[config.mk]
export PLATFORM = sky130hd
export DESIGN_NAME = height_gradient_colormap_core
export DESIGN_NICKNAME = d
export VERILOG_FILES = /design/src/design/hgc_pkg.sv /design/src/design/height_gradient_colormap_core.sv
export SDC_FILE = /design/constraint.sdc
export NUM_CORES = 2
export LEC_CHECK = 0
export BUFFER_PORTS_ARGS = -buffer_cell sky130_fd_sc_hd__buf_2
export CELL_PAD_IN_SITES_DETAIL_PLACEMENT = 2
export CELL_PAD_IN_SITES_GLOBAL_PLACEMENT = 2
export CORE_ASPECT_RATIO = 1.25
export CORE_UTILIZATION = 44
export DETAILED_ROUTE_END_ITERATION = 7
export GPL_ROUTABILITY_DRIVEN = 0
export PLACE_DENSITY = 0.83
export SYNTH_ARGS = -nofsm -noshare
export SYNTH_HDL_FRONTEND = slang
export SYNTH_SLANG_ARGS = --single-unit
[constraint.sdc]
create_clock -name i_clk -period 7.8 [get_ports i_clk]
set_input_delay 0.39 -clock i_clk [delete_from_list [all_inputs] [get_ports i_clk]]
set_output_delay 0.39 -clock i_clk [all_outputs]
set_load 0.02 [all_outputs]
[src/design/hgc_pkg.sv]
// constants and default gradient for the height colour map core
// depends on nothing; used by height_gradient_colormap_core
`timescale 1ns / 1ps

package hgc_pkg;

    // number of colour stops in use, 2 .. 8
    localparam int NUM_STOPS = 8;
    // stop registers present in the register file
    localparam int STOP_REGS = 8;
    localparam int IDX_W     = 3;
    localparam int COLOR_W   = 24;
    localparam int CHAN_W    = 8;
    // colour channels per pixel, red first
    localparam int NCH       = 3;
    localparam int SAMPLE_W  = 32;
    // fraction and clamped sample in Q16, one included
    localparam int FRAC_W    = 17;
    // scaled sample keeps a full stop index above the fraction
    localparam int SEG_W     = FRAC_W + IDX_W;
    localparam int PROD_W    = CHAN_W + FRAC_W;
    localparam int SUM_W     = PROD_W + 1;

    localparam logic [FRAC_W-1:0] Q16_ONE = FRAC_W'(65536);

    // default gradient, red<<16 | green<<8 | blue
    localparam logic [COLOR_W-1:0] STOP_RESET [STOP_REGS] = '{
        24'h0A2D6E, 24'h195AB4, 24'hE6D2A0, 24'h64B45A,
        24'h8CA064, 24'h786E64, 24'hC8C8C8, 24'hF0F0F0
    };

endpackage

[src/design/height_gradient_colormap_core.sv]
// height colour map core: height sample in, interpolated rgb pixel out
// depends on hgc_pkg
`timescale 1ns / 1ps
//
// Input channel: i_in_valid / o_in_stall with i_height_sample, signed Q15.16.
// Output channel: o_out_valid / i_out_stall with o_red_out, o_green_out,
// o_blue_out. A transaction completes at a rising edge with valid high and
// stall low.
// Configuration: i_cfg_we, i_cfg_idx, i_cfg_data write one colour stop per
// clock; write only while no transaction is in flight.
// Five register stages lie between an input transaction and result valid:
// clamp, segment scale, stop select, channel multiply, sum and output.
// Throughput: one pixel per clock unless the output stalls; each stage
// holds one item; the 8x17 multipliers of stage four are fully pipelined.
// Stalling: each stage moves on when it is empty or the stage after it
// moves, so bubbles close up; a stalled output holds its pixel and the
// stages behind it fill, then o_in_stall rises.
// Reset (synchronous, active low): all stages empty, stop registers take
// the default gradient.
//
module height_gradient_colormap_core (
    input  logic                                 i_clk,
    input  logic                                 i_rst_n,
    input  logic                                 i_in_valid,
    output logic                                 o_in_stall,
    input  logic signed [hgc_pkg::SAMPLE_W-1:0]  i_height_sample,
    output logic                                 o_out_valid,
    input  logic                                 i_out_stall,
    output logic        [hgc_pkg::CHAN_W-1:0]    o_red_out,
    output logic        [hgc_pkg::CHAN_W-1:0]    o_green_out,
    output logic        [hgc_pkg::CHAN_W-1:0]    o_blue_out,
    input  logic                                 i_cfg_we,
    input  logic        [hgc_pkg::IDX_W-1:0]     i_cfg_idx,
    input  logic        [hgc_pkg::COLOR_W-1:0]   i_cfg_data
);

    // stop registers
    logic [hgc_pkg::COLOR_W-1:0] r_stop [hgc_pkg::STOP_REGS];

    // stage valid bits and enables
    logic r_v1, r_v2, r_v3, r_v4, r_v5;
    logic w_en1, w_en2, w_en3, w_en4, w_en5;

    // stage payloads
    logic [hgc_pkg::FRAC_W-1:0]  r_t;
    logic [hgc_pkg::IDX_W-1:0]   r_idx;
    logic [hgc_pkg::FRAC_W-1:0]  r_frac2;
    logic [hgc_pkg::COLOR_W-1:0] r_a;
    logic [hgc_pkg::COLOR_W-1:0] r_b;
    logic [hgc_pkg::FRAC_W-1:0]  r_frac3;
    logic [hgc_pkg::PROD_W-1:0]  r_plo [hgc_pkg::NCH];
    logic [hgc_pkg::PROD_W-1:0]  r_phi [hgc_pkg::NCH];
    logic [hgc_pkg::CHAN_W-1:0]  r_chan [hgc_pkg::NCH];

    // next values
    logic [hgc_pkg::FRAC_W-1:0]  n_t;
    logic [hgc_pkg::SEG_W-1:0]   w_seg;
    logic [hgc_pkg::IDX_W-1:0]   n_idx;
    logic [hgc_pkg::FRAC_W-1:0]  n_frac2;
    logic [2*hgc_pkg::COLOR_W-1:0] w_pair [hgc_pkg::STOP_REGS-1];
    logic [2*hgc_pkg::COLOR_W-1:0] w_sel;
    logic [hgc_pkg::FRAC_W-1:0]  w_inv;

    // bubble-collapsing enables, output end first
    assign w_en5 = !r_v5 || !i_out_stall;
    assign w_en4 = !r_v4 || w_en5;
    assign w_en3 = !r_v3 || w_en4;
    assign w_en2 = !r_v2 || w_en3;
    assign w_en1 = !r_v1 || w_en2;
    assign o_in_stall = !w_en1;

    // clamp sample to [0, one]
    always_comb begin
        if (i_height_sample[hgc_pkg::SAMPLE_W-1]) begin
            n_t = '0;
        end else if (i_height_sample[hgc_pkg::SAMPLE_W-2:0] >
                     (hgc_pkg::SAMPLE_W-1)'(hgc_pkg::Q16_ONE)) begin
            n_t = hgc_pkg::Q16_ONE;
        end else begin
            n_t = i_height_sample[hgc_pkg::FRAC_W-1:0];
        end
    end

    // scale by segments, split into stop index and fraction, fix top end
    always_comb begin
        w_seg = hgc_pkg::SEG_W'(r_t) * hgc_pkg::SEG_W'(hgc_pkg::NUM_STOPS - 1);
        if (w_seg[hgc_pkg::SEG_W-1:16] >=
            (hgc_pkg::SEG_W-16)'(hgc_pkg::NUM_STOPS - 1)) begin
            n_idx   = hgc_pkg::IDX_W'(hgc_pkg::NUM_STOPS - 2);
            n_frac2 = hgc_pkg::Q16_ONE;
        end else begin
            n_idx   = w_seg[16 +: hgc_pkg::IDX_W];
            n_frac2 = {1'b0, w_seg[15:0]};
        end
    end

    // neighbouring stop pairs, read at one address
    always_comb begin
        for (int j = 0; j < hgc_pkg::STOP_REGS - 1; j++) begin
            w_pair[j] = {r_stop[j+1], r_stop[j]};
        end
        w_sel = w_pair[r_idx];
    end

    assign w_inv = hgc_pkg::Q16_ONE - r_frac3;

    // stage valid bits
    always_ff @(posedge i_clk) begin
        if (!i_rst_n) begin
            r_v1 <= 1'b0;
            r_v2 <= 1'b0;
            r_v3 <= 1'b0;
            r_v4 <= 1'b0;
            r_v5 <= 1'b0;
        end else begin
            if (w_en1) r_v1 <= i_in_valid;
            if (w_en2) r_v2 <= r_v1;
            if (w_en3) r_v3 <= r_v2;
            if (w_en4) r_v4 <= r_v3;
            if (w_en5) r_v5 <= r_v4;
        end
    end

    // colour stop register writes
    always_ff @(posedge i_clk) begin
        if (!i_rst_n) begin
            for (int k = 0; k < hgc_pkg::STOP_REGS; k++) begin
                r_stop[k] <= hgc_pkg::STOP_RESET[k];
            end
        end else if (i_cfg_we) begin
            r_stop[i_cfg_idx] <= i_cfg_data;
        end
    end

    // stage payloads
    always_ff @(posedge i_clk) begin
        if (w_en1) begin
            r_t <= n_t;
        end
        if (w_en2) begin
            r_idx   <= n_idx;
            r_frac2 <= n_frac2;
        end
        if (w_en3) begin
            r_a     <= w_sel[hgc_pkg::COLOR_W-1:0];
            r_b     <= w_sel[2*hgc_pkg::COLOR_W-1:hgc_pkg::COLOR_W];
            r_frac3 <= r_frac2;
        end
        // per channel weights, channel 0 is red
        if (w_en4) begin
            for (int c = 0; c < hgc_pkg::NCH; c++) begin
                r_plo[c] <= hgc_pkg::PROD_W'(
                                r_a[(hgc_pkg::NCH-1-c)*hgc_pkg::CHAN_W +: hgc_pkg::CHAN_W])
                            * hgc_pkg::PROD_W'(w_inv);
                r_phi[c] <= hgc_pkg::PROD_W'(
                                r_b[(hgc_pkg::NCH-1-c)*hgc_pkg::CHAN_W +: hgc_pkg::CHAN_W])
                            * hgc_pkg::PROD_W'(r_frac3);
            end
        end
        // sum and drop the fraction
        if (w_en5) begin
            for (int c = 0; c < hgc_pkg::NCH; c++) begin
                r_chan[c] <= hgc_pkg::CHAN_W'((hgc_pkg::SUM_W'(r_plo[c])
                                               + hgc_pkg::SUM_W'(r_phi[c])) >> 16);
            end
        end
    end

    assign o_out_valid = r_v5;
    assign o_red_out   = r_chan[0];
    assign o_green_out = r_chan[1];
    assign o_blue_out  = r_chan[2];

endmodule

==> reports/summary.txt <==
Final Skew: 0.0376 ns
Flop pwr share: 49.9%
Via density: 5.76
most frequent cell after synthesis: and2_1
met1 wire length: 59200 um
crit start category: register
Final Max Slew Viols: 0
Syn Inst Count: 4409
critical path type: register to register
max incr delay on CP: 0.64 ns
Int Power: 4.55 mW
Syn Area/Cell: 10.5 sq um
Sw Ratio: 29.4%
layout cells sized above 1: 7.80%
Fin. Hold Viols: 0
EDFF count, synth: 462
met2 routed WL: 87900 um
Synth cell types: 78
Register Area: 14000 sq um
Max clock buf depth: 3
Multi-input gate area: 29800 sq um
clk slew on worst S/H paths: 0.07 ns
WHS Path Cells: 2
Post-Syn Area: 46500 sq um
unrepaired setup endpoints after global routing: false
vias in the first global route: 40718
Core Region: 104000 sq um
CP arrival: 7.55 ns
routed len/inst: 27.5 um
Detailed Routing Iterations Pass 1: 6
Seq cells post-synth: 467
Pleak: 22.6 nW
Syn. warnings: 0
Synth-to-Final Area Change: 8.01%
Post-synth ARST share: 0%
Tcrit/Tclk final: 91.4%
CTS tree: yes
final instance area: 50200 sq um
Clk pwr share: 39.6%
clk_lat worst skew: 0.68 ns
CTS Sinks: 467
hold endpoint: r_t[7]
Nets: 5370
IO Pins: 90
top_reg_cell synth: edfxtp_1
Worst Path Required: 8.22 ns
Tot GR Track Use: 30.8%
Fill cells: 10538
# DRC: 0
reg-to-reg critical path startpoint: r_frac3[5]
worst hold path type: input pin to register
cell taking the most area after synthesis: edfxtp_1
Worst-Margin Slew: 1.32 ns
sequential share of the synthesized area: 30.0%
Finished Core Util: 48.2%
flop2flop setup slack: 0.67 ns
outcome: finished clean
IO Port Bufs: 89
largest net degree at the start of global routing: 122
Max IR drop VDD: 228 uV
met3 routed WL: 6370 um
Max-Cap Viols: 0
CP most frequent cell: fa_1
final setup fails: 0
die height: 365 um
FF-to-FF path depth: 21
total grt overflow: 0
hpwl dp: 118000 um
Hold Crit Start: i_height_sample[7]
slowest cell on the critical path: or4_1
Synth top area share: 29.8%
Initial Util: 44.6%
Gate power share: 10.4%
root buf cell: clkbuf_16
Reg-to-Reg End: r_plo[0][48]
DIE AREA: 107000 sq um
CP Max Fanout: 16
DP Area: 48500 sq um
first-pass GRT wire length: 248000 um
drt total wl: 161000 um
Psw: 1.89 mW
worst-path cell chain: or4_1 > nor4_4 > nand2_1 > nor2_1 > xnor2_2 > buf_4 > and2_1 > fa_1 > fa_1 > fa_1 > inv_1 > fa_1 > inv_1 > ha_1 > o21ai_0 > nor2_1 > a211oi_1 > a31oi_1 > nand2b_1 > a21oi_1 > xnor2_1
relative slew slack: 11.9%
max frequency: 0.140 GHz
Setup crit end kind: register
Mapped Nets: 5368
Synth area leaders: edfxtp_1, fa_1, ha_1
antenna violations before repair: 14
Starting DRT DRC Count: 1905
Fin Setup TNS: 0 ns
die width: 293 um
highest routed layer: met5
commonest cells in the netlist: and2_1, inv_1, fa_1
H-tree levels: 2
minimum clock period: 7.13 ns
DR vias: 33714
total CTS buffers: 54
Antenna Violating Nets Remaining: 0
Core Rows: 132
PD cells: 128 nW/um^2
worst max-delay path by stage:
stage,from,end,slack (ns),depth (start not counted)
after global routing,r_frac3[5],r_plo[0][48],0.27,21
final,r_frac3[5],r_plo[0][48],0.67,21
after floorplan,r_frac3[5],r_plo[0][20],1.84,23
after CTS,r_frac3[5],r_plo[0][48],0.44,21
after detailed placement,r_frac3[5],r_plo[0][47],0.48,21
after global placement,r_frac3[5],r_plo[0][48],0.82,20
power groups by stage:
stage	clock (mW)	combinational (mW)	sequential [mW]
after floorplan	0	0.448	3.07
after detailed placement	0	0.659	3.26
after CTS	2.60	0.676	3.21
after global routing	2.66	0.721	3.22
after global placement	0	0.613	3.23
final	2.55	0.673	3.22
worst max-delay path, delay by kind of cell, from the launching register on:
kind	cells	cell delay, ns
AO/OA/AOI/OAI	4	1.20
adder cells (fa/ha/maj)	5	2.38
buffers and inverters	3	0.41
flip-flops	1	0.40
XOR/XNOR	2	0.35
AND/OR/NAND/NOR	7	2.13
final cells by class:
cell class | count | share of cell area [%]
sequential | 467 | 27.8
inverter | 561 | 4.20
clock buffer | 65 | 2.77
tap | 1407 | 3.50
multi-input combinational | 3175 | 59.3
clock inverter | 28 | 0.531
timing repair buffer | 152 | 1.88
antenna | 2 | 0.00996
layer usage:
metal | global-route usage [%] | vias to the layer above
met5 | 0 | -
met4 | 14.7 | 4
met3 | 3.44 | 386
met2 | 58.7 | 936
met1 | 33.9 | 17902
li1 | - | 14486
cells in the final DEF (no fill, tap or decap), types with 54 or more instances in the layout:
cell type,n
edfxtp_1,462
fa_1,551
buf_2,90
ha_1,344
and2_1,626
xnor2_1,110
clkbuf_16,54
or3_1,72
buf_4,59
o21ai_0,118
nand2_1,397
nor2_1,147
a21o_1,78
a21oi_1,205
inv_1,560
flip-flops by register name, indices dropped and copies added, names as in the netlist, 3 cells and up:
name,cells
r_b,24
r_phi,72
r_stop,192
r_chan,24
r_t,17
r_idx,3
r_frac2,17
r_frac3,17
r_plo,72
r_a,24
timing repair:
action | in CTS | in global routing
hold endpoints to repair | 1 | 0
resized for setup | 0 | 1
hold buffers | 1 | 0
setup buffers | 0 | 0
endpoints found under the setup margin | 0 | 1
per-stage QoR:
step	power, mW	setup WS [ns]	cells	hold WS, ns
after detailed placement	3.92	0.482	5760	0.406
after global placement	3.85	0.823	5760	0.401
after floorplan	3.51	1.84	4409	0.400
after CTS	6.49	0.444	5854	0.0220
after global routing	6.61	0.272	5855	0.0461
final	6.45	0.668	5857	0.0456
cells by family (layout without fill, tap and decap cells):
| kind of cell | count (synthesis) | count (layout) | synth area share, % |
|---|---|---|---|
| compound gates | 552 | 552 | 7.30 |
| xor+xnor | 170 | 170 | 3.27 |
| fa+ha+maj | 895 | 895 | 33.0 |
| buf+inv | 767 | 806 | 6.26 |
| flops | 467 | 467 | 30.0 |
| mux | 97 | 97 | 3.44 |
| other cells | 0 | 2 | 0 |
| simple gates | 1461 | 1461 | 16.7 |
Power figures use the tool's default switching activity.
